## src/hdl/i2rd_pkg.sv

```systemverilog
// Package for the integer-to-radix-digits block: types, constants and codes.
// Used by every module of the block. No dependencies of its own.
`timescale 1ns / 1ps

package i2rd_pkg;

  // Alphabet limits and the characters that are never digit symbols.
  localparam int MAX_SYMBOLS = 16;
  localparam int SYM_W = 8;
  localparam logic [SYM_W-1:0] SYM_MIN = 8'd32;
  localparam logic [SYM_W-1:0] SYM_MAX = 8'd126;
  localparam logic [SYM_W-1:0] SYM_PLUS = 8'h2B;
  localparam logic [SYM_W-1:0] SYM_MINUS = 8'h2D;

  localparam int COUNT_W = 5;
  localparam int DIGIT_W = 4;
  localparam int VALUE_W = 32;

  // Digit stack: a 32-bit magnitude has at most 32 digits (radix two).
  localparam int DIGIT_DEPTH = 32;
  localparam int SP_W = 6;
  localparam int IDX_W = 5;

  // Divider: eight quotient bits per cycle.
  localparam int DIV_BITS = 8;
  localparam int DIV_CYCLES = VALUE_W / DIV_BITS;
  localparam int STEP_W = 2;

  // Configuration register indexes and reset values.
  localparam int CFG_IDX_W = 2;
  localparam logic [CFG_IDX_W-1:0] CFG_SYMBOL_COUNT = 2'd0;
  localparam logic [CFG_IDX_W-1:0] CFG_SYMBOLS_LOW = 2'd1;
  localparam logic [CFG_IDX_W-1:0] CFG_SYMBOLS_HIGH = 2'd2;
  localparam logic [COUNT_W-1:0] RST_SYMBOL_COUNT = 5'd10;
  localparam logic [63:0] RST_SYMBOLS_LOW = 64'h3736_3534_3332_3130;
  localparam logic [63:0] RST_SYMBOLS_HIGH = 64'h0000_0000_0000_3938;

  typedef struct packed {
    logic [COUNT_W-1:0] count;
    logic [63:0] high;
    logic [63:0] low;
  } cfg_t;

  // One classified item waiting between front and back.
  typedef struct packed {
    logic neg;
    logic [VALUE_W-1:0] mag;
  } item_t;

  typedef enum logic [1:0] {
    BK_IDLE,
    BK_DIV,
    BK_EMIT
  } back_state_t;

endpackage

```

## src/hdl/i2rd_front.sv

```systemverilog
// Front end: accepts input transactions, checks the alphabet and splits sign and magnitude.
// Depends on i2rd_pkg.
`timescale 1ns / 1ps

module i2rd_front (
  input  logic                      in_push,
  input  logic [31:0]               in_value,
  output logic                      in_full,
  input  i2rd_pkg::cfg_t            cfg,
  input  logic                      q_full,
  output logic                      q_push,
  output i2rd_pkg::item_t           q_item
);

  logic [127:0] alphabet;
  logic [i2rd_pkg::SYM_W-1:0] sym [i2rd_pkg::MAX_SYMBOLS];
  logic alpha_ok;

  assign alphabet = {cfg.high, cfg.low};

  always_comb begin
    for (int i = 0; i < i2rd_pkg::MAX_SYMBOLS; i++) begin
      sym[i] = alphabet[i*i2rd_pkg::SYM_W +: i2rd_pkg::SYM_W];
    end
  end

  // Every symbol in use must be printable, not a sign, and unique.
  always_comb begin
    alpha_ok = (cfg.count >= 5'd2) &&
               (cfg.count <= i2rd_pkg::COUNT_W'(i2rd_pkg::MAX_SYMBOLS));
    for (int i = 0; i < i2rd_pkg::MAX_SYMBOLS; i++) begin
      if (i2rd_pkg::COUNT_W'(i) < cfg.count) begin
        if (sym[i] < i2rd_pkg::SYM_MIN || sym[i] > i2rd_pkg::SYM_MAX ||
            sym[i] == i2rd_pkg::SYM_PLUS || sym[i] == i2rd_pkg::SYM_MINUS) begin
          alpha_ok = 1'b0;
        end
        for (int j = i + 1; j < i2rd_pkg::MAX_SYMBOLS; j++) begin
          if (i2rd_pkg::COUNT_W'(j) < cfg.count && sym[j] == sym[i]) begin
            alpha_ok = 1'b0;
          end
        end
      end
    end
  end

  assign in_full = q_full;
  // Items under an invalid alphabet are accepted and dropped.
  assign q_push = in_push && !q_full && alpha_ok;
  assign q_item.neg = in_value[31];
  assign q_item.mag = in_value[31] ? (~in_value + 32'd1) : in_value;

endmodule

```

## src/hdl/i2rd_queue.sv

```systemverilog
// Two-entry queue of classified items between the front and back ends.
// Depends on i2rd_pkg.
`timescale 1ns / 1ps

module i2rd_queue (
  input  logic            clk,
  input  logic            rst_n,
  input  logic            push,
  input  i2rd_pkg::item_t push_item,
  output logic            full,
  input  logic            pop,
  output logic            empty,
  output i2rd_pkg::item_t head
);

  i2rd_pkg::item_t mem_r [2];
  logic wr_ptr_r, wr_ptr_nxt;
  logic rd_ptr_r, rd_ptr_nxt;
  logic [1:0] count_r, count_nxt;
  logic do_push, do_pop;

  assign full = (count_r == 2'd2);
  assign empty = (count_r == 2'd0);
  assign head = mem_r[rd_ptr_r];
  assign do_push = push && !full;
  assign do_pop = pop && !empty;

  always_comb begin
    wr_ptr_nxt = do_push ? !wr_ptr_r : wr_ptr_r;
    rd_ptr_nxt = do_pop ? !rd_ptr_r : rd_ptr_r;
    count_nxt = count_r + {1'b0, do_push} - {1'b0, do_pop};
  end

  always_ff @(posedge clk) begin
    if (!rst_n) begin
      wr_ptr_r <= 1'b0;
      rd_ptr_r <= 1'b0;
      count_r <= 2'd0;
    end else begin
      wr_ptr_r <= wr_ptr_nxt;
      rd_ptr_r <= rd_ptr_nxt;
      count_r <= count_nxt;
    end
  end

  always_ff @(posedge clk) begin
    if (do_push) begin
      mem_r[wr_ptr_r] <= push_item;
    end
  end

endmodule

```

## src/hdl/i2rd_back.sv

```systemverilog
// Back end: divides the magnitude by the radix, stacks the digits and emits them.
// Depends on i2rd_pkg.
`timescale 1ns / 1ps

module i2rd_back (
  input  logic                       clk,
  input  logic                       rst_n,
  input  i2rd_pkg::cfg_t             cfg,
  input  logic                       q_empty,
  input  i2rd_pkg::item_t            q_head,
  output logic                       q_pop,
  output logic                       out_valid,
  output logic [i2rd_pkg::SYM_W-1:0] out_symbol,
  output logic                       out_is_last,
  input  logic                       out_pop
);

  i2rd_pkg::back_state_t state_r, state_nxt;
  logic [i2rd_pkg::VALUE_W-1:0] div_r, div_nxt;
  logic [i2rd_pkg::DIGIT_W-1:0] rem_r, rem_nxt;
  logic [i2rd_pkg::STEP_W-1:0] step_r, step_nxt;
  logic [i2rd_pkg::SP_W-1:0] sp_r, sp_nxt;
  logic sign_r, sign_nxt;
  logic [i2rd_pkg::DIGIT_W-1:0] digits_r [i2rd_pkg::DIGIT_DEPTH];
  logic [i2rd_pkg::VALUE_W-1:0] quo;
  logic [i2rd_pkg::DIGIT_W-1:0] rem_step;
  logic [i2rd_pkg::DIGIT_W-1:0] top_digit;
  logic [i2rd_pkg::IDX_W-1:0] top_idx;
  logic [127:0] alphabet;
  logic digit_push;
  logic out_valid_r, out_valid_nxt;
  logic [i2rd_pkg::SYM_W-1:0] out_symbol_r, out_symbol_nxt;
  logic out_is_last_r, out_is_last_nxt;
  logic slot_free;

  // Eight restoring-division steps; the remainder stays below the radix.
  always_comb begin
    logic [i2rd_pkg::DIGIT_W:0] t;
    logic [i2rd_pkg::DIGIT_W-1:0] r;
    logic [i2rd_pkg::VALUE_W-1:0] d;
    r = rem_r;
    d = div_r;
    for (int k = 0; k < i2rd_pkg::DIV_BITS; k++) begin
      t = {r, d[i2rd_pkg::VALUE_W-1]};
      d = {d[i2rd_pkg::VALUE_W-2:0], 1'b0};
      if (t >= cfg.count) begin
        r = i2rd_pkg::DIGIT_W'(t - cfg.count);
        d[0] = 1'b1;
      end else begin
        r = t[i2rd_pkg::DIGIT_W-1:0];
      end
    end
    quo = d;
    rem_step = r;
  end

  assign alphabet = {cfg.high, cfg.low};
  assign top_idx = i2rd_pkg::IDX_W'(sp_r - 6'd1);
  assign top_digit = digits_r[top_idx];
  assign slot_free = !out_valid_r || out_pop;

  always_comb begin
    state_nxt = state_r;
    div_nxt = div_r;
    rem_nxt = rem_r;
    step_nxt = step_r;
    sp_nxt = sp_r;
    sign_nxt = sign_r;
    q_pop = 1'b0;
    digit_push = 1'b0;
    out_valid_nxt = out_pop ? 1'b0 : out_valid_r;
    out_symbol_nxt = out_symbol_r;
    out_is_last_nxt = out_is_last_r;

    // The sign goes out as soon as the output slot is free.
    if (sign_r && slot_free && state_r != i2rd_pkg::BK_IDLE) begin
      sign_nxt = 1'b0;
      out_valid_nxt = 1'b1;
      out_symbol_nxt = i2rd_pkg::SYM_MINUS;
      out_is_last_nxt = 1'b0;
    end

    unique case (state_r)
      i2rd_pkg::BK_IDLE: begin
        if (!q_empty) begin
          q_pop = 1'b1;
          div_nxt = q_head.mag;
          rem_nxt = '0;
          step_nxt = '0;
          sp_nxt = '0;
          sign_nxt = q_head.neg;
          state_nxt = i2rd_pkg::BK_DIV;
        end
      end
      i2rd_pkg::BK_DIV: begin
        div_nxt = quo;
        rem_nxt = rem_step;
        step_nxt = step_r + 2'd1;
        if (step_r == i2rd_pkg::STEP_W'(i2rd_pkg::DIV_CYCLES - 1)) begin
          digit_push = 1'b1;
          sp_nxt = sp_r + 6'd1;
          rem_nxt = '0;
          if (quo == '0) begin
            state_nxt = i2rd_pkg::BK_EMIT;
          end
        end
      end
      i2rd_pkg::BK_EMIT: begin
        if (!sign_r && slot_free) begin
          out_valid_nxt = 1'b1;
          out_symbol_nxt = alphabet[{top_digit, 3'b000} +: i2rd_pkg::SYM_W];
          out_is_last_nxt = (sp_r == 6'd1);
          sp_nxt = sp_r - 6'd1;
          if (sp_r == 6'd1) begin
            state_nxt = i2rd_pkg::BK_IDLE;
          end
        end
      end
      default: begin
        state_nxt = i2rd_pkg::BK_IDLE;
      end
    endcase
  end

  always_ff @(posedge clk) begin
    if (!rst_n) begin
      state_r <= i2rd_pkg::BK_IDLE;
      sp_r <= '0;
      step_r <= '0;
      sign_r <= 1'b0;
      out_valid_r <= 1'b0;
    end else begin
      state_r <= state_nxt;
      sp_r <= sp_nxt;
      step_r <= step_nxt;
      sign_r <= sign_nxt;
      out_valid_r <= out_valid_nxt;
    end
  end

  always_ff @(posedge clk) begin
    div_r <= div_nxt;
    rem_r <= rem_nxt;
    out_symbol_r <= out_symbol_nxt;
    out_is_last_r <= out_is_last_nxt;
    if (digit_push) begin
      digits_r[sp_r[i2rd_pkg::IDX_W-1:0]] <= rem_step;
    end
  end

  assign out_valid = out_valid_r;
  assign out_symbol = out_symbol_r;
  assign out_is_last = out_is_last_r;

endmodule

```

## src/hdl/integer_to_radix_digits.sv

```systemverilog
// Integer to radix digits, top level: config registers, front end, item queue, back end.
// A '-' for a negative value goes out before its digits. The 8-bit-per-cycle divider
// fills a digit stack that is emptied before the back end takes the next item.
// Reset (synchronous, rst_n low) empties the queue and output and restores alphabet 0..9.
// Depends on i2rd_pkg, i2rd_front, i2rd_queue and i2rd_back.
`timescale 1ns / 1ps

module integer_to_radix_digits (
  input  logic        clk,
  input  logic        rst_n,
  // Input channel: a transaction is taken when in_push is high and in_full is low.
  input  logic        in_push,
  output logic        in_full,
  input  logic [31:0] in_value,
  // Result channel: a transaction completes when out_pop is high and out_empty is low.
  output logic        out_empty,
  input  logic        out_pop,
  output logic [7:0]  out_symbol,
  output logic        out_is_last,
  // Configuration write port.
  input  logic        cfg_we,
  input  logic [1:0]  cfg_index,
  input  logic [63:0] cfg_wdata
);

  // The alphabet registers. Writes must come only while the block is idle, which the
  // block itself does not enforce; both ends read them directly without any shadow copy.
  i2rd_pkg::cfg_t cfg_r, cfg_nxt;

  logic q_push, q_full, q_pop, q_empty;
  i2rd_pkg::item_t q_item, q_head;
  logic out_valid;

  always_comb begin
    cfg_nxt = cfg_r;
    if (cfg_we) begin
      unique case (cfg_index)
        i2rd_pkg::CFG_SYMBOL_COUNT: cfg_nxt.count = cfg_wdata[i2rd_pkg::COUNT_W-1:0];
        i2rd_pkg::CFG_SYMBOLS_LOW:  cfg_nxt.low = cfg_wdata;
        i2rd_pkg::CFG_SYMBOLS_HIGH: cfg_nxt.high = cfg_wdata;
        default: begin
          // Writes to unused indexes are ignored.
          cfg_nxt = cfg_r;
        end
      endcase
    end
  end

  always_ff @(posedge clk) begin
    if (!rst_n) begin
      cfg_r.count <= i2rd_pkg::RST_SYMBOL_COUNT;
      cfg_r.low <= i2rd_pkg::RST_SYMBOLS_LOW;
      cfg_r.high <= i2rd_pkg::RST_SYMBOLS_HIGH;
    end else begin
      cfg_r <= cfg_nxt;
    end
  end

  // The front end validates the alphabet and splits the value into sign and
  // magnitude; a transaction under an invalid alphabet is taken and dropped.
  i2rd_front u_front (
    .in_push  (in_push),
    .in_value (in_value),
    .in_full  (in_full),
    .cfg      (cfg_r),
    .q_full   (q_full),
    .q_push   (q_push),
    .q_item   (q_item)
  );

  // Two classified items can wait here while the back end is busy.
  i2rd_queue u_queue (
    .clk       (clk),
    .rst_n     (rst_n),
    .push      (q_push),
    .push_item (q_item),
    .full      (q_full),
    .pop       (q_pop),
    .empty     (q_empty),
    .head      (q_head)
  );

  // The back end divides by the radix to fill a digit stack least significant
  // digit first, then drains it most significant first through an output register.
  i2rd_back u_back (
    .clk         (clk),
    .rst_n       (rst_n),
    .cfg         (cfg_r),
    .q_empty     (q_empty),
    .q_head      (q_head),
    .q_pop       (q_pop),
    .out_valid   (out_valid),
    .out_symbol  (out_symbol),
    .out_is_last (out_is_last),
    .out_pop     (out_pop)
  );

  assign out_empty = !out_valid;

endmodule

```

## config.mk

```make
export PLATFORM = sky130hd
export DESIGN_NAME = integer_to_radix_digits
export DESIGN_NICKNAME = d
export VERILOG_FILES = /design/src/hdl/i2rd_pkg.sv /design/src/hdl/i2rd_front.sv /design/src/hdl/i2rd_queue.sv /design/src/hdl/i2rd_back.sv /design/src/hdl/integer_to_radix_digits.sv
export SDC_FILE = /design/constraint.sdc
export NUM_CORES = 2
export LEC_CHECK = 0
export BUFFER_PORTS_ARGS = -buffer_cell sky130_fd_sc_hd__buf_2
export CAP_MARGIN = 20
export CORE_MARGIN = 2
export CORE_UTILIZATION = 60
export DETAILED_ROUTE_END_ITERATION = 7
export PLACE_DENSITY_LB_ADDON = 0.08
export SLEW_MARGIN = 5
export SYNTH_ARGS = -nofsm -noshare
export SYNTH_HDL_FRONTEND = slang
export SYNTH_SLANG_ARGS = --single-unit
```

## constraint.sdc

```tcl
create_clock -name clk -period 21.2 [get_ports clk]
set_input_delay 3.18 -clock clk [delete_from_list [all_inputs] [get_ports clk]]
set_output_delay 3.18 -clock clk [all_outputs]
set_load 0.03 [all_outputs]
```

* Word-level counts from Yosys, hierarchy flattened
Memories as Yosys holds them, arrays and structs flattened. A register that Yosys moved wholly into a read port is not among the register bits.
Cells that the tools add are included.
** Word-level totals
- Bits in writable memories :: 194
- ROM bits :: 0
- Register bits :: 194
- Memories kept :: 2
- Bits in latches :: 0
- Output and inout bits :: 11
** Memory list
- u_back.digits_r :: depth 32, bits a word 4, rd ports 1, clocked after memory_dff 0, wr ports 1, RTL line i2rd_back.sv:24 : logic [i2rd_pkg::DIGIT_W-1:0] digits_r [i2rd_pkg::DIGIT_DEPTH];
- u_queue.mem_r :: depth 2, bits a word 33, rd ports 1, clocked after memory_dff 1, wr ports 1, RTL line i2rd_queue.sv:16 : i2rd_pkg::item_t mem_r [2];
** Cells by class
- Magnitude comparators :: 58
- Reductions and logical operators :: 196
- Bitwise logic cells :: 1
- Multipliers :: 0
- Shift operators :: 1
- Divide/modulo/power cells :: 0
- Add/subtract/negate cells :: 14
- Equality and inequality tests :: 164
- Multiplexer cells :: 209
** Operators with widths (count)
- 8-bit == test :: 120
- 8-bit by 6-bit == test with 1-bit output (second input constant) :: 32
- 1-bit 2-to-1 mux :: 180
- 8-bit by 7-bit greater-than comparator with 1-bit output (second input constant) :: 16
- 1-bit logical AND :: 128
- 8-bit by 6-bit < comparator with 1-bit output (second input constant) :: 16
- 128-bit by 8-bit indexed part select with 8-bit output :: 1
- 32-bit 2-to-1 mux :: 2
- 32-bit one-hot mux with 2 select lines :: 1
- 1-bit logical OR :: 49
- 5-bit greater-or-equal comparator :: 8
- 4-bit by 5-bit < comparator with 1-bit output (first input constant) :: 8
- 4-bit 2-to-1 mux :: 10
- 32-bit by 1-bit adder with 32-bit output (second input constant) :: 1
- 32-bit logical NOT :: 1
- 32-bit inverter :: 1
- 4-bit subtractor :: 8
- 8-bit 2-to-1 mux :: 3
- 3-bit by 5-bit < comparator with 1-bit output (first input constant) :: 4
- 6-bit 2-to-1 mux :: 3
- 6-bit one-hot mux with 3 select lines :: 1
- 2-bit 2-to-1 mux :: 6
- 1-bit by 5-bit < comparator with 1-bit output (first input constant) :: 2
- 2-bit by 5-bit < comparator with 1-bit output (first input constant) :: 2
- other kinds (22) :: 40

* Depth between registers and ports, before layout
- Depth in word-level cells :: 160
- Depth in mapped cells :: 66

* By module
From an unflattened synthesis, not the netlist that was laid out.
** Second synthesis, totals
- Cell total of the unflattened synthesis :: 3328
- Area, all modules :: 32292.2 um^2
** Modules (own cells, without submodules)
- i2rd_front :: sequential area each 0.0 um^2, times used 1, cells an instance 1829, area an instance 13222.7 um^2
- i2rd_back :: sequential area each 5345.1 um^2, times used 1, cells an instance 827, area an instance 10834.1 um^2
- integer_to_radix_digits :: sequential area each 2662.6 um^2, times used 1, cells an instance 542, area an instance 5464.0 um^2
- i2rd_queue :: sequential area each 2082.0 um^2, times used 1, cells an instance 130, area an instance 2771.4 um^2

* Least setup slack after synthesis
Ideal clock, no wire load.
- Path kind :: register to register
- Start :: register cfg_r[129] (netlist name)
- End :: memory u_back.digits_r[0][3] (netlist name), data pin
- Data arrival time :: 12998 ps
- Required time :: 20739 ps
- Library setup time :: 461 ps
- Period minus slack after synthesis :: 13458 ps
- Stages on the path, launching flop included :: 61
- Setup slack :: 7742 ps
- Cell sequence :: dfxtp_1 -> buf_2 -> inv_1 -> ha_1 -> nor2b_1 -> o21ai_0 -> nand3b_1 -> a21o_1 -> a21o_1 -> clkbuf_1 -> mux2i_1 -> ha_1 -> a21o_1 -> a21o_1 -> a21o_1 -> a21o_1 -> mux2i_1 -> ha_1 -> (+25 left out) -> clkbuf_1 -> mux2i_1 -> ha_1 -> nor2b_1 -> o21ai_0 -> nand3b_1 -> a21o_1 -> a21o_1 -> o21ai_0 -> inv_1 -> ha_1 -> nor2b_1 -> o21ai_0 -> nand3b_1 -> a21o_1 -> a21o_1 -> clkbuf_1 -> o21ai_0
** On the way
- Longest elaborated chain between the ends :: 16
** Ends and longest elaborated chain
- start: declaration :: RTL line integer_to_radix_digits.sv:28 : i2rd_pkg::cfg_t cfg_r, cfg_nxt;
- start signal: assignment :: RTL line integer_to_radix_digits.sv:55 : cfg_r <= cfg_nxt;
- 4-bit subtractor / 5-bit greater-or-equal comparator (equally long branches) :: RTL line i2rd_back.sv:47, i2rd_back.sv:46
- 4-bit 2-to-1 mux :: RTL line i2rd_back.sv:46 : if (t >= cfg.count) begin
- 4-bit subtractor / 5-bit greater-or-equal comparator (equally long branches) :: RTL line i2rd_back.sv:47, i2rd_back.sv:46
- 4-bit 2-to-1 mux :: RTL line i2rd_back.sv:46
- 4-bit subtractor / 5-bit greater-or-equal comparator (equally long branches) :: RTL line i2rd_back.sv:47, i2rd_back.sv:46
- 4-bit 2-to-1 mux :: RTL line i2rd_back.sv:46
- 5-bit greater-or-equal comparator / 4-bit subtractor (equally long branches) :: RTL line i2rd_back.sv:46, i2rd_back.sv:47
- 4-bit 2-to-1 mux :: RTL line i2rd_back.sv:46
- 4-bit subtractor / 5-bit greater-or-equal comparator (equally long branches) :: RTL line i2rd_back.sv:47, i2rd_back.sv:46
- 4-bit 2-to-1 mux :: RTL line i2rd_back.sv:46
- 4-bit subtractor / 5-bit greater-or-equal comparator (equally long branches) :: RTL line i2rd_back.sv:47, i2rd_back.sv:46
- 4-bit 2-to-1 mux :: RTL line i2rd_back.sv:46
- 5-bit greater-or-equal comparator / 4-bit subtractor (equally long branches) :: RTL line i2rd_back.sv:46, i2rd_back.sv:47
- 4-bit 2-to-1 mux :: RTL line i2rd_back.sv:46
- 4-bit subtractor / 5-bit greater-or-equal comparator (equally long branches) :: RTL line i2rd_back.sv:47, i2rd_back.sv:46
- 4-bit 2-to-1 mux (*) :: RTL line i2rd_back.sv:46
- named net u_back.rem_step, one bit :: RTL line i2rd_back.sv:26 : logic [i2rd_pkg::DIGIT_W-1:0] rem_step;
- end: declaration :: RTL line i2rd_back.sv:24
Mark *: on every way through the listed nets, which the timed path passes. The rest lies on a longest branch.

* Worst setup path in the final report
- Start :: register cfg_r[129] (netlist name)
- End :: register u_back.rem_r[2] (netlist name), data pin
** On the way
- Longest elaborated chain between the ends :: 18
** Ends and longest elaborated chain
- 4-bit subtractor / 5-bit greater-or-equal comparator (equally long branches) :: RTL line i2rd_back.sv:47, i2rd_back.sv:46
- 4-bit 2-to-1 mux :: RTL line i2rd_back.sv:46
- 4-bit subtractor / 5-bit greater-or-equal comparator (equally long branches) :: RTL line i2rd_back.sv:47, i2rd_back.sv:46
- 4-bit 2-to-1 mux :: RTL line i2rd_back.sv:46
- 4-bit subtractor / 5-bit greater-or-equal comparator (equally long branches) :: RTL line i2rd_back.sv:47, i2rd_back.sv:46
- 4-bit 2-to-1 mux :: RTL line i2rd_back.sv:46
- 5-bit greater-or-equal comparator / 4-bit subtractor (equally long branches) :: RTL line i2rd_back.sv:46, i2rd_back.sv:47
- 4-bit 2-to-1 mux :: RTL line i2rd_back.sv:46
- (+3 left out)
- 4-bit 2-to-1 mux :: RTL line i2rd_back.sv:46
- 5-bit greater-or-equal comparator / 4-bit subtractor (equally long branches) :: RTL line i2rd_back.sv:46, i2rd_back.sv:47
- 4-bit 2-to-1 mux :: RTL line i2rd_back.sv:46
- 4-bit subtractor / 5-bit greater-or-equal comparator (equally long branches) :: RTL line i2rd_back.sv:47, i2rd_back.sv:46
- 4-bit 2-to-1 mux (*) :: RTL line i2rd_back.sv:46
- named net u_back.rem_step, one bit :: RTL line i2rd_back.sv:26
- 4-bit 2-to-1 mux (*) :: RTL line i2rd_back.sv:99 : if (step_r == i2rd_pkg::STEP_W'(i2rd_pkg::DIV_CYCLES - 1)) begin
- 4-bit one-hot mux with 2 select lines (*) :: RTL line i2rd_back.sv:83 : unique case (state_r)
- end signal: assignment :: RTL line i2rd_back.sv:143 : rem_r <= rem_nxt;
- end: declaration :: RTL line i2rd_back.sv:20 : logic [i2rd_pkg::DIGIT_W-1:0] rem_r, rem_nxt;
Marks and branches as above.
A chain may end at the register's enable or synchronous reset.

==> flow_summary_export.csv <==
group,metric,value,unit
setup_path,r2r-end,"u_back.rem_r[2]",
detailed_routing,drc,0,
synth,synth-xor-area-share,0.281,
synth,ys_seq_area_frac,0.324,
timing,max_clock_freq,67.9,MHz
floorplanning,initial_core_util,0.607,
timing,relSlewSlack,0.0901,
setup_path,ff2ff_path_depth,58,
synth,syn_inst,3441,
placed_design,portBuffers,113,
clock_tree,cts_hold_buf,0,
timing,finalHoldViolations,0,
cells_and_area,final_layout_size_suffix_gt1_frac,0.126,
setup_path,reg2reg_from,"cfg_r[129]",
floorplanning,pin_count,114,
synth,synth_compound_area_frac,0.0776,
cells_and_area,fill_cells,4251,
grt,antenna_found_initial,5,
cells_and_area,multi_input_area,0.0193,mm²
clock_tree,ctsResizeCount,0,
synth,yosys_warnings,0,
timing,fin_crit_sh,0.694,
detailed_routing,via_per_inst,6.81,
clock_tree,cts_buffer_depth,3,
floorplanning,die-area,0.0537,mm²
synth,synth_area_leader_cell,"edfxtp_1",
placed_design,hpwlAfterDp,74500,µm
clock_tree,post-cts-setup-buffer-count,0,
detailed_routing,num_vias,27932,
synth,synth.cell_area,0.0311,mm²
timing,rsz0062_at_grt,"false",
timing,min_period,14.72,ns
clock_tree,htreeDepth,2,
flow_run,maxCapViolations,0,
clock_tree,cts.sinks,389,
grt,grt_pass1_wl,176000,µm
min_path,whs_endpoint,"cfg_r[82]",
setup_path,path_max_fanout,33,
setup_path,end_kind,"flop",
clock_tree,clkLatencyLatePin,0.63,ns
grt,track_usage,0.443,
setup_path,cp-start-kind,"flop",
detailed_routing,wirelength,120000,µm
cells_and_area,area.growth.synth_to_final,7.29,%
synth,synth_simple_gate_area_frac,0.169,
detailed_routing,drt-wirelength-per-cell,29.2,µm
timing,finalSetupViolCount,0,
grt,grt_max_degree,70,
setup_path,critPathKind,"reg -> reg",
clock_tree,numCtsBuffers,41,
detailed_routing,drt_pass1_iterations,8,
synth,synthAdderAreaFrac,0.0264,
min_path,hold_start,"cfg_r[82]",
grt,grt_pass1_vias,27042,
floorplanning,core-area,0.0513,mm²
timing,drv_slew,0,
placed_design,place.gp.congestion,1.05,
synth,ys_types,75,
synth,synthMuxAreaShare,0.0628,
min_path,hold_path_class,"reg -> reg",
synth,avgSynthCellArea,9.05,µm²
synth,async_flop_share,0,
synth,synth-seq-cells,389,
setup_path,cp.arrival,15.03,ns
synth,synth_edf_count,230,
setup_path,slowest_stage,"dfxtp_1",
clock_tree,clkTransAtPathRegs,0.06,ns
timing,finalClockSkew,0.0742,ns
floorplanning,num_rows,83,
synth,synth_top_family_by_area,"XOR/XNOR gates",
floorplanning,die_w,232,µm
clock_tree,root_buffer,"clkbuf_16",
detailed_routing,drt_iter0_drc,4183,
setup_path,rrSetupSlack,6.48,ns
min_path,hold-path-cell-count,2,
synth,yosys_most_used_dff,"edfxtp_1",
clock_tree,cts_tree,"built",
synth,syn-num-nets,3605,
setup_path,cpPeakStageDelay,0.81,ns
setup_path,cp_common_cell,"a21o_1",
floorplanning,die_height,232,µm
synth,synth_top_area_share,0.222,
timing,tightest_slew,1.36,ns
timing,fin_tns_setup,0,ns
setup_path,crit_required,21.51,ns
detailed_routing,ant_nets,0,
outcome,status,"complete, no violations",
cells_and_area,fin_nets,3556,
synth,synth_area_leaders,"edfxtp_1 22%, xnor2_1 18%, dfxtp_1 10%",
grt,overflow,0,
cells_and_area,seqCellArea,0.0101,mm²
-- layout by cell type (no fill, tap or decap), types with 11 or more instances in the layout --
master / synthesis / routed
xnor2_1: 639 / 639
nand2_1: 400 / 400
xor2_1: 360 / 360
edfxtp_1: 230 / 230
nand4_1: 164 / 164
buf_4: 13 / 158
dfxtp_1: 159 / 155
a21oi_1: 144 / 142
nor4_1: 126 / 125
buf_2: 189 / 113
nand3_1: 101 / 101
nor2_1: 100 / 100
mux2i_1: 83 / 81
o21ai_0: 70 / 67
nor3_1: 61 / 61
ha_1: 53 / 52
clkbuf_16: 0 / 43
inv_1: 40 / 39
mux4_2: 36 / 36
a21o_1: 26 / 26
mux2_2: 26 / 26
a31oi_1: 24 / 24
o31ai_1: 22 / 22
nor2b_1: 20 / 20
a32oi_1: 19 / 19
nor4b_1: 16 / 16
a211oi_1: 15 / 14
nand2b_1: 11 / 11
clkbuf_1: 90 / 11
-- registers in the layout, indices dropped and copies added, names as in the netlist, 2 cells and up, named ones only --
name	count
u_back.div_r	32
cfg_r	133
u_back.digits_r	128
u_back.step_r	2
u_queue.count_r	2
u_queue.mem_r	66
u_back.sp_r	6
u_back.out_symbol	8
u_back.rem_r	4
u_back.state_r	2
-- worst max-delay path by stage --
stage | from | endpoint | slack (ns) | cells past startpoint
finish | cfg_r[129] | u_back.rem_r[2] | 6.48 | 58
global route | cfg_r[129] | u_back.rem_r[2] | 5.02 | 58
CTS | cfg_r[129] | u_back.rem_r[2] | 6.53 | 58
detailed placement | cfg_r[129] | u_back.rem_r[2] | 6.61 | 58
global placement | cfg_r[129] | u_back.rem_r[2] | 7.03 | 58
floorplan | cfg_r[129] | u_back.digits_r[0][3] | 7.74 | 60
-- layout make-up --
cell class              count  area share
inverters                  40     0.00453
flip-flops and latches    389       0.302
diodes                      1   0.0000749
repair buffers            271      0.0524
clock inverters            20     0.00483
clock buffers              54      0.0334
well taps                 680      0.0255
multi-input cells        2649       0.577
-- synthesized netlist by cell type (all sizes together) (71+ instances only) --
master / count
buf: 273
a21oi: 145
clkbuf: 90
nand2: 401
edfxtp: 230
xnor2: 640
mux2i: 84
nor4: 126
xor2: 360
o21ai: 71
nand4: 164
nand3: 101
dfxtp: 159
nor2: 101
-- through the flow --
step | worst slack, ns | util | hold WS (ns) | instance area (µm²) | instances
after floorplan | 7.74 | - | 0.458 | 31100 | 3441
after global placement | 7.03 | 0.626 | 0.443 | 32100 | 4028
after detailed placement | 6.61 | 0.626 | 0.448 | 32100 | 4028
after CTS | 6.53 | 0.651 | 0.457 | 33400 | 4102
after global routing | 5.02 | 0.651 | 0.485 | 33400 | 4103
final | 6.48 | 0.651 | 0.456 | 33400 | 4104
-- worst max-delay path, delay by kind of cell (launching register included) --
family	cells	cell delay [ns]
AO/OA/AOI/OAI	28	5.97
adder cells (fa/ha/maj)	8	2.63
flip-flops	1	0.81
multiplexers	6	2.34
AND/OR/NAND/NOR	13	1.94
buffers and inverters	3	0.74
-- logic make-up after synthesis --
kind of cell | after synthesis
AO/OA/AOI/OAI | 385
XOR/XNOR | 1000
adder cells (fa/ha/maj) | 61
buffers and inverters | 403
flip-flops | 389
multiplexers | 146
AND/OR/NAND/NOR | 1057
-- layer usage --
layer / track usage / routed length, µm
met5: 0 / 36
met4: 0.276 / 9670
met3: 0.177 / 16900
met2: 0.639 / 49500
met1: 0.553 / 43900
Power is left out: the tool's default activity adds up to more than one toggle a clock period on the data nets, which glitch-free logic cannot reach.
